[config.mk]
export PLATFORM = sky130hd
export DESIGN_NAME = glyph_atlas_shelf_packer
export DESIGN_NICKNAME = d
export VERILOG_FILES = /design/src/rtl/core/gasp_pkg.sv /design/src/rtl/core/glyph_atlas_shelf_packer.sv
export SDC_FILE = /design/constraint.sdc
export NUM_CORES = 1
export LEC_CHECK = 0
export ABC_AREA = 1
export BUFFER_PORTS_ARGS = -buffer_cell sky130_fd_sc_hd__clkbuf_2
export CORE_ASPECT_RATIO = 0.7
export CORE_UTILIZATION = 50
export DETAILED_ROUTE_END_ITERATION = 8
export PLACE_DENSITY = 0.68
export SYNTH_ARGS = -nofsm -noshare
export SYNTH_HDL_FRONTEND = slang
export SYNTH_SLANG_ARGS = --single-unit
[constraint.sdc]
create_clock -name clk -period 20.5 [get_ports clk]
set_clock_uncertainty 0.15 [all_clocks]
set_input_delay 1.025 -clock clk [delete_from_list [all_inputs] [get_ports clk]]
set_output_delay 1.025 -clock clk [all_outputs]
set_load 0.01 [all_outputs]
[src/rtl/core/gasp_pkg.sv]
// Shared types, sizes and status codes of the glyph atlas shelf packer.
package gasp_pkg;

	localparam int unsigned ATLAS_SIZE = 1024;
	localparam int unsigned MAX_PAGES  = 16;

	localparam int unsigned DIM_W   = 10;
	localparam int unsigned X_W     = 11;
	localparam int unsigned PAGE_W  = 4;
	localparam int unsigned SLOT_W  = 20;
	localparam int unsigned LIMIT_W = 5;
	localparam int unsigned CMP_W   = 12;

	localparam logic [SLOT_W-1:0] SLOT_MAX = {SLOT_W{1'b1}};

	typedef enum logic [1:0] {
		ST_PLACED   = 2'd0,
		ST_MISSING  = 2'd1,
		ST_TOO_TALL = 2'd2,
		ST_NO_PAGE  = 2'd3
	} status_t;

	typedef struct packed {
		logic              glyph_found;
		logic [DIM_W-1:0]  glyph_width;
		logic [DIM_W-1:0]  glyph_height;
		logic              first_of_batch;
		logic              last_of_batch;
	} in_item_t;

	typedef struct packed {
		status_t           status;
		logic [PAGE_W-1:0] page_index;
		logic [SLOT_W-1:0] slot_index;
		logic [X_W-1:0]    x_pos;
		logic [DIM_W-1:0]  y_pos;
		logic              page_opened;
	} out_item_t;

endpackage

[src/rtl/core/glyph_atlas_shelf_packer.sv]
// Top level of the glyph atlas shelf packer: input register, placement logic, result register.
//
//  channel | direction | handshake               | payload
//  --------+-----------+-------------------------+-----------------------
//  in      | input     | in_valid / in_stall     | in_data  (in_item_t)
//  out     | output    | out_valid / out_stall   | out_data (out_item_t)
//  cfg     | input     | cfg_we                  | cfg_wdata (page limit)
//
// One glyph per cycle while the output is not stalled; a glyph passes the input register, then the result register.
// The placement adds and compares on the cursor registers sit in one stage.
// Reset restores page 0, cursor at (1,1), page limit 16.
// A stalled result holds in the output register while the input register
// still takes one more glyph.
module glyph_atlas_shelf_packer
	import gasp_pkg::*;
(
	input  logic                clk,
	input  logic                arst_n,
	input  logic                in_valid,
	output logic                in_stall,
	input  in_item_t            in_data,
	output logic                out_valid,
	input  logic                out_stall,
	output out_item_t           out_data,
	input  logic                cfg_we,
	input  logic [LIMIT_W-1:0]  cfg_wdata
);

	logic                valid_s1;
	in_item_t            item_s1;
	logic                valid_s2;
	out_item_t           item_s2;
	logic                move_s1;

	logic [LIMIT_W-1:0]  page_limit_q;
	logic [PAGE_W-1:0]   current_page_q;
	logic [DIM_W-1:0]    committed_row_q;
	logic [X_W-1:0]      cursor_x_q;
	logic [DIM_W-1:0]    shelf_y_q;
	logic [DIM_W-1:0]    shelf_bottom_q;
	logic [SLOT_W-1:0]   glyph_count_q;

	logic [X_W-1:0]      cx0, cx1, cx2;
	logic [DIM_W-1:0]    sy0, sy1, sy2, sb0, sb1, sb_new;
	logic [CMP_W-1:0]    x_sum, y_sum, row_sum;
	logic [DIM_W-1:0]    shelf_end, row1, row_new;
	logic [LIMIT_W-1:0]  lim;
	logic                wrap, full, tall, no_page, opened, placed;
	logic [PAGE_W-1:0]   page1;
	logic [SLOT_W-1:0]   count1, count_new;
	logic [X_W-1:0]      cx_new;
	logic [DIM_W-1:0]    sy_new;
	out_item_t           result;

	assign move_s1   = valid_s1 && (!valid_s2 || !out_stall);
	assign in_stall  = valid_s1 && !move_s1;
	assign out_valid = valid_s2;
	assign out_data  = item_s2;

	always_comb begin
		cx0 = item_s1.first_of_batch ? X_W'(1) : cursor_x_q;
		sy0 = item_s1.first_of_batch ? DIM_W'(1) : shelf_y_q;
		sb0 = item_s1.first_of_batch ? DIM_W'(1) : shelf_bottom_q;

		tall  = item_s1.glyph_height >= DIM_W'(ATLAS_SIZE - 2);
		x_sum = CMP_W'(cx0) + CMP_W'(item_s1.glyph_width) + CMP_W'(1);
		wrap  = x_sum >= CMP_W'(ATLAS_SIZE);
		cx1   = wrap ? X_W'(1) : cx0;
		sy1   = wrap ? sb0 : sy0;

		y_sum = CMP_W'(committed_row_q) + CMP_W'(sy1) + CMP_W'(item_s1.glyph_height)
			+ CMP_W'(1);
		full  = y_sum >= CMP_W'(ATLAS_SIZE);

		if (page_limit_q == '0) begin
			lim = LIMIT_W'(1);
		end else if (page_limit_q > LIMIT_W'(MAX_PAGES)) begin
			lim = LIMIT_W'(MAX_PAGES);
		end else begin
			lim = page_limit_q;
		end
		no_page = (LIMIT_W'(current_page_q) + LIMIT_W'(1)) >= lim;

		opened = item_s1.glyph_found && !tall && full && !no_page;
		placed = item_s1.glyph_found && !tall && !(full && no_page);

		cx2    = opened ? X_W'(1) : cx1;
		sy2    = opened ? DIM_W'(1) : sy1;
		sb1    = opened ? DIM_W'(1) : sb0;
		row1   = opened ? '0 : committed_row_q;
		page1  = current_page_q + PAGE_W'(opened);
		count1 = opened ? '0 : glyph_count_q;

		shelf_end = sy2 + item_s1.glyph_height + DIM_W'(1);

		if (placed) begin
			cx_new    = cx2 + X_W'(item_s1.glyph_width) + X_W'(1);
			sy_new    = sy2;
			sb_new    = (shelf_end > sb1) ? shelf_end : sb1;
			count_new = (count1 < SLOT_MAX) ? count1 + SLOT_W'(1) : count1;
		end else begin
			cx_new    = cx0;
			sy_new    = sy0;
			sb_new    = sb0;
			count_new = glyph_count_q;
		end

		row_sum = CMP_W'(row1) + CMP_W'(sb_new);
		row_new = (row_sum > CMP_W'(ATLAS_SIZE - 1)) ? DIM_W'(ATLAS_SIZE - 1)
			: row_sum[DIM_W-1:0];

		result = '0;
		result.page_index = page1;
		if (!item_s1.glyph_found) begin
			result.status = ST_MISSING;
		end else if (tall) begin
			result.status = ST_TOO_TALL;
		end else if (!placed) begin
			result.status = ST_NO_PAGE;
		end else begin
			result.status      = ST_PLACED;
			result.slot_index  = count1;
			result.x_pos       = cx2;
			result.y_pos       = row1 + sy2;
			result.page_opened = opened;
		end
	end

	always_ff @(posedge clk or negedge arst_n) begin
		if (!arst_n) begin
			valid_s1        <= 1'b0;
			valid_s2        <= 1'b0;
			page_limit_q    <= LIMIT_W'(MAX_PAGES);
			current_page_q  <= '0;
			committed_row_q <= '0;
			cursor_x_q      <= X_W'(1);
			shelf_y_q       <= DIM_W'(1);
			shelf_bottom_q  <= DIM_W'(1);
			glyph_count_q   <= '0;
		end else begin
			if (cfg_we) begin
				page_limit_q <= cfg_wdata;
			end
			if (!valid_s1 || move_s1) begin
				valid_s1 <= in_valid;
			end
			if (move_s1) begin
				valid_s2 <= 1'b1;
			end else if (!out_stall) begin
				valid_s2 <= 1'b0;
			end
			if (move_s1) begin
				current_page_q <= page1;
				glyph_count_q  <= count_new;
				if (item_s1.last_of_batch) begin
					committed_row_q <= row_new;
					cursor_x_q      <= X_W'(1);
					shelf_y_q       <= DIM_W'(1);
					shelf_bottom_q  <= DIM_W'(1);
				end else begin
					committed_row_q <= row1;
					cursor_x_q      <= cx_new;
					shelf_y_q       <= sy_new;
					shelf_bottom_q  <= sb_new;
				end
			end
		end
	end

	// payload registers: load on transfer, hold otherwise
	always_ff @(posedge clk) begin
		if (!valid_s1 || move_s1) begin
			item_s1 <= in_data;
		end
		if (move_s1) begin
			item_s2 <= result;
		end
	end

endmodule

* Yosys cells after proc, flatten, opt, wreduce, memory -nomap -nowiden
Cells that the tools add are included.
** Cells by class
- Add/subtract/negate cells :: 14
- Bitwise gates (word level) :: 2
- Order comparisons :: 8
- Multiply operators :: 0
- Shifts and indexed selects :: 0
- Eq/ne operators :: 1
- Reduce and logical (&&, ||, !) cells :: 19
- Divide/modulo/power cells :: 0
- Mux-type cells :: 26
** Operators with widths (count)
- 2-to-1 mux 10 bit :: 13
- 2-to-1 mux 11 bit :: 5
- 2-to-1 mux 20 bit :: 2
- adder 11 x 10 -> 12 bit :: 2
- adder 12 x 1 -> 12 bit, second input constant :: 2
- greater-or-equal comparator 12 x 11 -> 1 bit, second input constant :: 2
- adder 10 x 10 -> 11 bit :: 2
- adder 10 bit :: 2
- adder 20 x 1 -> 20 bit, second input constant :: 1
- less-than comparator 20 bit, second input constant :: 1
- adder 11 x 1 -> 11 bit, second input constant :: 1
- adder 11 x 10 -> 11 bit :: 1
- greater-than comparator 11 x 10 -> 1 bit, second input constant :: 1
- adder 10 x 1 -> 10 bit, second input constant :: 1
- greater-or-equal comparator 10 bit, second input constant :: 1
- greater-than comparator 10 bit :: 1
- 2-to-1 mux 5 bit :: 2
- logical AND 1 bit :: 7
- zero test 1 bit :: 7
- adder 4 x 1 -> 5 bit, second input constant :: 1
- greater-or-equal comparator 5 bit :: 1
- greater-than comparator 5 bit, second input constant :: 1
- zero test 5 bit :: 1
- adder 4 x 1 -> 4 bit :: 1
- other kinds (7) :: 11
** Word-level totals
- Memory bits (read-only) :: 0
- Bits in writable memories :: 0
- Input bits :: 33
- Output and inout bits :: 50
- Bits in registers :: 143
- Latch bits :: 0
- Memories :: 0

* Depth between registers and ports, before layout
- Depth after elaboration :: 21
- Depth in mapped cells :: 73
- Depth with buffers taken out :: 66

* Worst setup path after synthesis
Ideal clock, no wire load.
- Path kind :: register to register
- From :: reg item_s1[1] (netlist name)
- To :: reg committed_row_q[7]
- Setup slack :: 10976 ps
- Cell stages (with the launch flop) :: 63
- Data required time :: 20220 ps
- Path buffers :: 9
- Arrival time :: 9244 ps
- Library setup time :: 130 ps
- Cells stage by stage :: edfxtp_1 -> clkbuf_1 -> clkbuf_1 -> nor2_1 -> ha_1 -> a21oi_1 -> nor2_1 -> a211oi_2 -> nand3_4 -> buf_6 -> inv_2 -> buf_6 -> o21a_1 -> inv_1 -> fa_1 -> inv_1 -> ha_1 -> nand2_2 -> (+27 left out) -> inv_1 -> clkbuf_1 -> o211ai_1 -> o21ai_0 -> ha_1 -> fa_1 -> nand3_1 -> nand2_1 -> a21oi_1 -> o21ai_0 -> a21oi_1 -> o21bai_1 -> nand2_1 -> a21oi_1 -> nor3b_2 -> o21ai_0 -> o211ai_1 -> o21ai_0
** On the way
- Cells in the longest elaborated chain, start to end :: 21
- Elaborated cells between the ends (all ways) :: 28
- Classes of those cells :: 8 x add/sub; 4 x order compare; 11 x mux; 5 x reduce/logical
** Ends and longest elaborated chain
- start: declaration :: RTL line glyph_atlas_shelf_packer.sv:30 : in_item_t item_s1;
- start signal: assignment :: RTL line glyph_atlas_shelf_packer.sv:173 : item_s1 <= in_data;
- 2-to-1 mux 11 bit :: RTL line glyph_atlas_shelf_packer.sv:61 : cx0 = item_s1.first_of_batch ? X_W'(1) : cursor_x_q;
- adder 11 x 10 -> 12 bit :: RTL line glyph_atlas_shelf_packer.sv:66 : x_sum = CMP_W'(cx0) + CMP_W'(item_s1.glyph_width) + CMP_W'(1);
- adder 12 x 1 -> 12 bit :: RTL line glyph_atlas_shelf_packer.sv:66
- greater-or-equal comparator 12 x 11 -> 1 bit :: RTL line glyph_atlas_shelf_packer.sv:67 : wrap = x_sum >= CMP_W'(ATLAS_SIZE);
- 2-to-1 mux 10 bit :: RTL line glyph_atlas_shelf_packer.sv:69 : sy1 = wrap ? sb0 : sy0;
- adder 10 x 10 -> 11 bit :: RTL line glyph_atlas_shelf_packer.sv:71 : y_sum = CMP_W'(committed_row_q) + CMP_W'(sy1) + CMP_W'(item_s1.glyph_height)
- adder 11 x 10 -> 12 bit :: RTL line glyph_atlas_shelf_packer.sv:71
- adder 12 x 1 -> 12 bit :: RTL line glyph_atlas_shelf_packer.sv:72 : + CMP_W'(1);
- (+5 left out)
- adder 10 x 1 -> 10 bit :: RTL line glyph_atlas_shelf_packer.sv:94 : shelf_end = sy2 + item_s1.glyph_height + DIM_W'(1);
- greater-than comparator 10 bit :: RTL line glyph_atlas_shelf_packer.sv:99 : sb_new = (shelf_end > sb1) ? shelf_end : sb1;
- 2-to-1 mux 10 bit :: RTL line glyph_atlas_shelf_packer.sv:99
- 2-to-1 mux 10 bit :: RTL line glyph_atlas_shelf_packer.sv:96 : if (placed) begin
- adder 10 x 10 -> 11 bit :: RTL line glyph_atlas_shelf_packer.sv:108 : row_sum = CMP_W'(row1) + CMP_W'(sb_new);
- greater-than comparator 11 x 10 -> 1 bit :: RTL line glyph_atlas_shelf_packer.sv:109 : row_new = (row_sum > CMP_W'(ATLAS_SIZE - 1)) ? DIM_W'(ATLAS_SIZE - 1)
- 2-to-1 mux 10 bit :: RTL line glyph_atlas_shelf_packer.sv:109
- 2-to-1 mux 10 bit (*) :: RTL line glyph_atlas_shelf_packer.sv:155 : if (item_s1.last_of_batch) begin
- end signal: assignment :: RTL line glyph_atlas_shelf_packer.sv:156 : committed_row_q <= row_new;
- end signal: assignment :: RTL line glyph_atlas_shelf_packer.sv:161 : committed_row_q <= row1;
- end: declaration :: RTL line glyph_atlas_shelf_packer.sv:37 : logic [DIM_W-1:0] committed_row_q;
Mark *: on every way between the ends. The rest lies on a longest branch, timed or not.
A chain may end at the register's enable or synchronous reset.

* Worst setup path after layout
Ends and elaborated chain as after synthesis.

==> flow_metrics.py <==
metrics = {
    "clock_tree": {
        "cts_hold_buf": 0,
        "cts_tree": "yes",
        "cts_buffer_depth": 2,
        "htree_levels": 4,
        "cts_root_buf": "clkbuf_16",
        "cts_resized": 0,
        "clock-sinks": 143,
        "cts.clk_slew.worst_paths_ns": 0.06,
        "cts_setup_buffers": 0,
        "cts_buffers": 17,
        "worstSkewPairLatency_ns": 0.45,
    },
    "setup_path": {
        "end_kind": "flop",
        "cp-start-kind": "flop",
        "rr_worst_depth": 52,
        "worstPathArrival_ns": 10.97,
        "cpMostUsedCell": "nand2_1",
        "worstPathRequired_ns": 20.63,
        "reg2reg_from": "item_s1[1]",
        "r2r_setup_slack_ns": 9.66,
        "cp_max_fo": 47,
        "cp_slowest_cell": "fa_1",
        "rr_endpoint": "committed_row_q[7]",
        "crit_type": "reg2reg",
        "critPathMaxStageDelay_ns": 0.53,
    },
    "worst_hold_path": {
        "min_from": "shelf_bottom_q[9]",
        "worstHoldEndpoint": "shelf_bottom_q[9]",
        "hp-class": "reg2reg",
        "worstHoldPathCells": 2,
    },
    "timing": {
        "fmax_ghz": 0.0923,
        "fin_tns_setup_ns": 0,
        "slew-limit-headroom": 0.277,
        "post-route-period-util": 0.529,
        "setup_viol": 0,
        "hold_viol": 0,
        "rsz0062_at_grt": "false",
        "worst_slack_ns": 9.66,
        "drv_slew": 0,
        "hold_ws_ns": 0.334,
        "min_period_ns": 10.84,
        "worst_slew_pin_slew_ns": 1.08,
    },
    "yosys": {
        "yosysUniqueCellTypes": 56,
        "ys_ff_latch": 143,
        "synth_top_area_share": 0.221,
        "synth_cells": 1169,
        "synth_edf_count": 71,
        "synthTopCellsByArea": "edfxtp_1 (22%), dfrtp_1 (18%), nand2_1 (10%)",
        "yosysMostFrequentCell": "nand2_1",
        "synth_commonest_cells": "nand2_1 (260), inv_1 (155), nor2_1 (109), ha_1 (72), edfxtp_1 (71)",
        "netlist_area_um2": 9630,
        "ys_async_sr_fraction": 0.503,
        "yosys_warnings": 0,
        "yosys_most_used_dff": "edfxtp_1",
        "avgSynthCellArea_um2": 8.24,
        "synth.yosys.seq_area_share": 0.409,
        "synth_nets": 1288,
        "synth_top_cell_by_area": "edfxtp_1",
    },
    "power": {
        "total_power_mw": 1.62,
        "leakagePower_nw": 5.19,
        "ir_drop_uv": 68.9,
        "powerDensity_nw_per_um2": 149,
        "switching_share": 0.460,
        "p_seq_frac": 0.256,
        "p_comb_frac": 0.537,
        "p_clk_frac": 0.206,
        "p_sw_mw": 0.747,
        "intPower_mw": 0.875,
    },
    "floorplan": {
        "fp.dieH_um": 118,
        "die-area_um2": 19800,
        "die_w_um": 168,
        "core_um2": 18900,
        "fp-row-count": 42,
        "ioPinCount": 83,
        "initial_utilization": 0.511,
    },
    "grt": {
        "antenna_found_initial": 0,
        "first_global_vias": 7427,
        "overflow": 0,
        "grt_pass1_wl_um": 39000,
        "grt_usage": 0.258,
        "grt_max_degree": 82,
    },
    "final_layout": {
        "drive_above_1_share": 0.141,
        "final_util": 0.577,
        "n_antenna_cell": 0,
        "nets": 1357,
        "final_cells": 1493,
        "fin_area_um2": 10900,
        "area_growth_pct": 12.9,
    },
    "drt": {
        "via_per_inst": 5.37,
        "ant_nets": 0,
        "drtIter0Drc": 699,
        "vias": 8024,
        "dr.pass1.iters": 8,
        "wl_per_cell_um": 16.0,
        "met1_length_um": 12000,
        "top_layer_used": "met4",
        "wl_met2_um": 9610,
        "met3_length_um": 1930,
        "drc_errors": 1,
        "routed_wl_um": 23900,
    },
    "placed_design": {
        "place_ws_ns": 9.95,
        "io_buffer_count": 82,
        "place_congestion": 0.978,
        "post-place-cells": 1461,
        "place_area_um2": 10200,
        "dp_hpwl_um": 17200,
    },
    "run_status": {
        "violations": "design-rule violations",
        "status": "finished with violations",
    },
    "job": {
        "max_cap_violations": 0,
    },
}
## final cells by class
cell class / instances / area (um2)
tap: 242 / 303
sequential: 143 / 3940
timing repair buffer: 88 / 458
clock buffer: 21 / 504
inverter: 164 / 618
fill: 1724 / 7990
clock inverter: 11 / 143
multi-input combinational: 824 / 4910
## metal layers
| metal | vias to the layer above | track usage |
|---|---|---|
| met5 | - | 0 |
| li1 | 3997 | - |
| met4 | 0 | 0.0774 |
| met3 | 22 | 0.0693 |
| met1 | 3713 | 0.395 |
| met2 | 292 | 0.349 |
## power groups by stage
stage	logic, mW	registers, mW	clock network (mW)
final	0.871	0.416	0.334
after global routing	0.980	0.423	0.353
after CTS	0.861	0.416	0.340
after detailed placement	0.855	0.421	0
after global placement	0.850	0.420	0
after floorplan	0.639	0.419	0
## layout by cell type (no fill, tap or decap), drive strengths merged, types with 3 or more instances in the layout
master and n:
o21bai 10, edfxtp 71, clkinv 8, or2 3
o21a 7, clkbuf 102, o22ai 14, o21ai 67
nand3 66, dfrtp 68, o211ai 16, fa 14
nor2 115, o31ai 4, buf 7, a31oi 3
nand4 15, inv 164, nand2 276, xor2 23
a32o 3, and2 8, nor4 6, dfstp 4
a21oi 53, ha 72, xnor2 12, nor3 26
## kinds of logic (layout without fill, tap and decap cells)
family                     count (synthesis)  in the layout  share of synthesized area
adders and majority gates                 86             86                      0.123
muxes                                      1              1                    0.00117
buffers and inverters                    202            284                     0.0829
other                                      1              1                   0.000389
xor gates and xnor gates                  35             35                     0.0326
and+or+nand+nor                          519            519                      0.240
AOI/OAI and AO/OA                        182            182                      0.112
DFF                                      143            143                      0.409
## flip-flops by register name, summed over array words and instances, names as in the netlist, 4 cells and up
| signal | cells |
|---|---|
| out_data | 48 |
| item_s1 | 23 |
| page_limit_q | 5 |
| glyph_count_q | 20 |
| cursor_x_q | 11 |
| committed_row_q | 10 |
| shelf_bottom_q | 10 |
| current_page_q | 4 |
| shelf_y_q | 10 |
## critical path, delay by kind of cell, from the launching register on
kind / cells / cell delay [ns]
DFF: 1 / 0.32
adders and majority gates: 7 / 2.46
buffers and inverters: 7 / 1.55
and+or+nand+nor: 21 / 2.97
AOI/OAI and AO/OA: 17 / 3.14
## worst max-delay path by stage
stage                           from                  to  slack, ns
after CTS                 item_s1[1]  committed_row_q[7]       9.91
final                     item_s1[1]  committed_row_q[7]       9.66
after detailed placement  item_s1[1]  committed_row_q[7]       9.95
after floorplan           item_s1[1]  committed_row_q[7]      10.98
after global routing      item_s1[1]  committed_row_q[7]       8.82
after global placement    item_s1[1]  committed_row_q[7]      10.29
No activity file was read; power rests on OpenSTA's default activity.
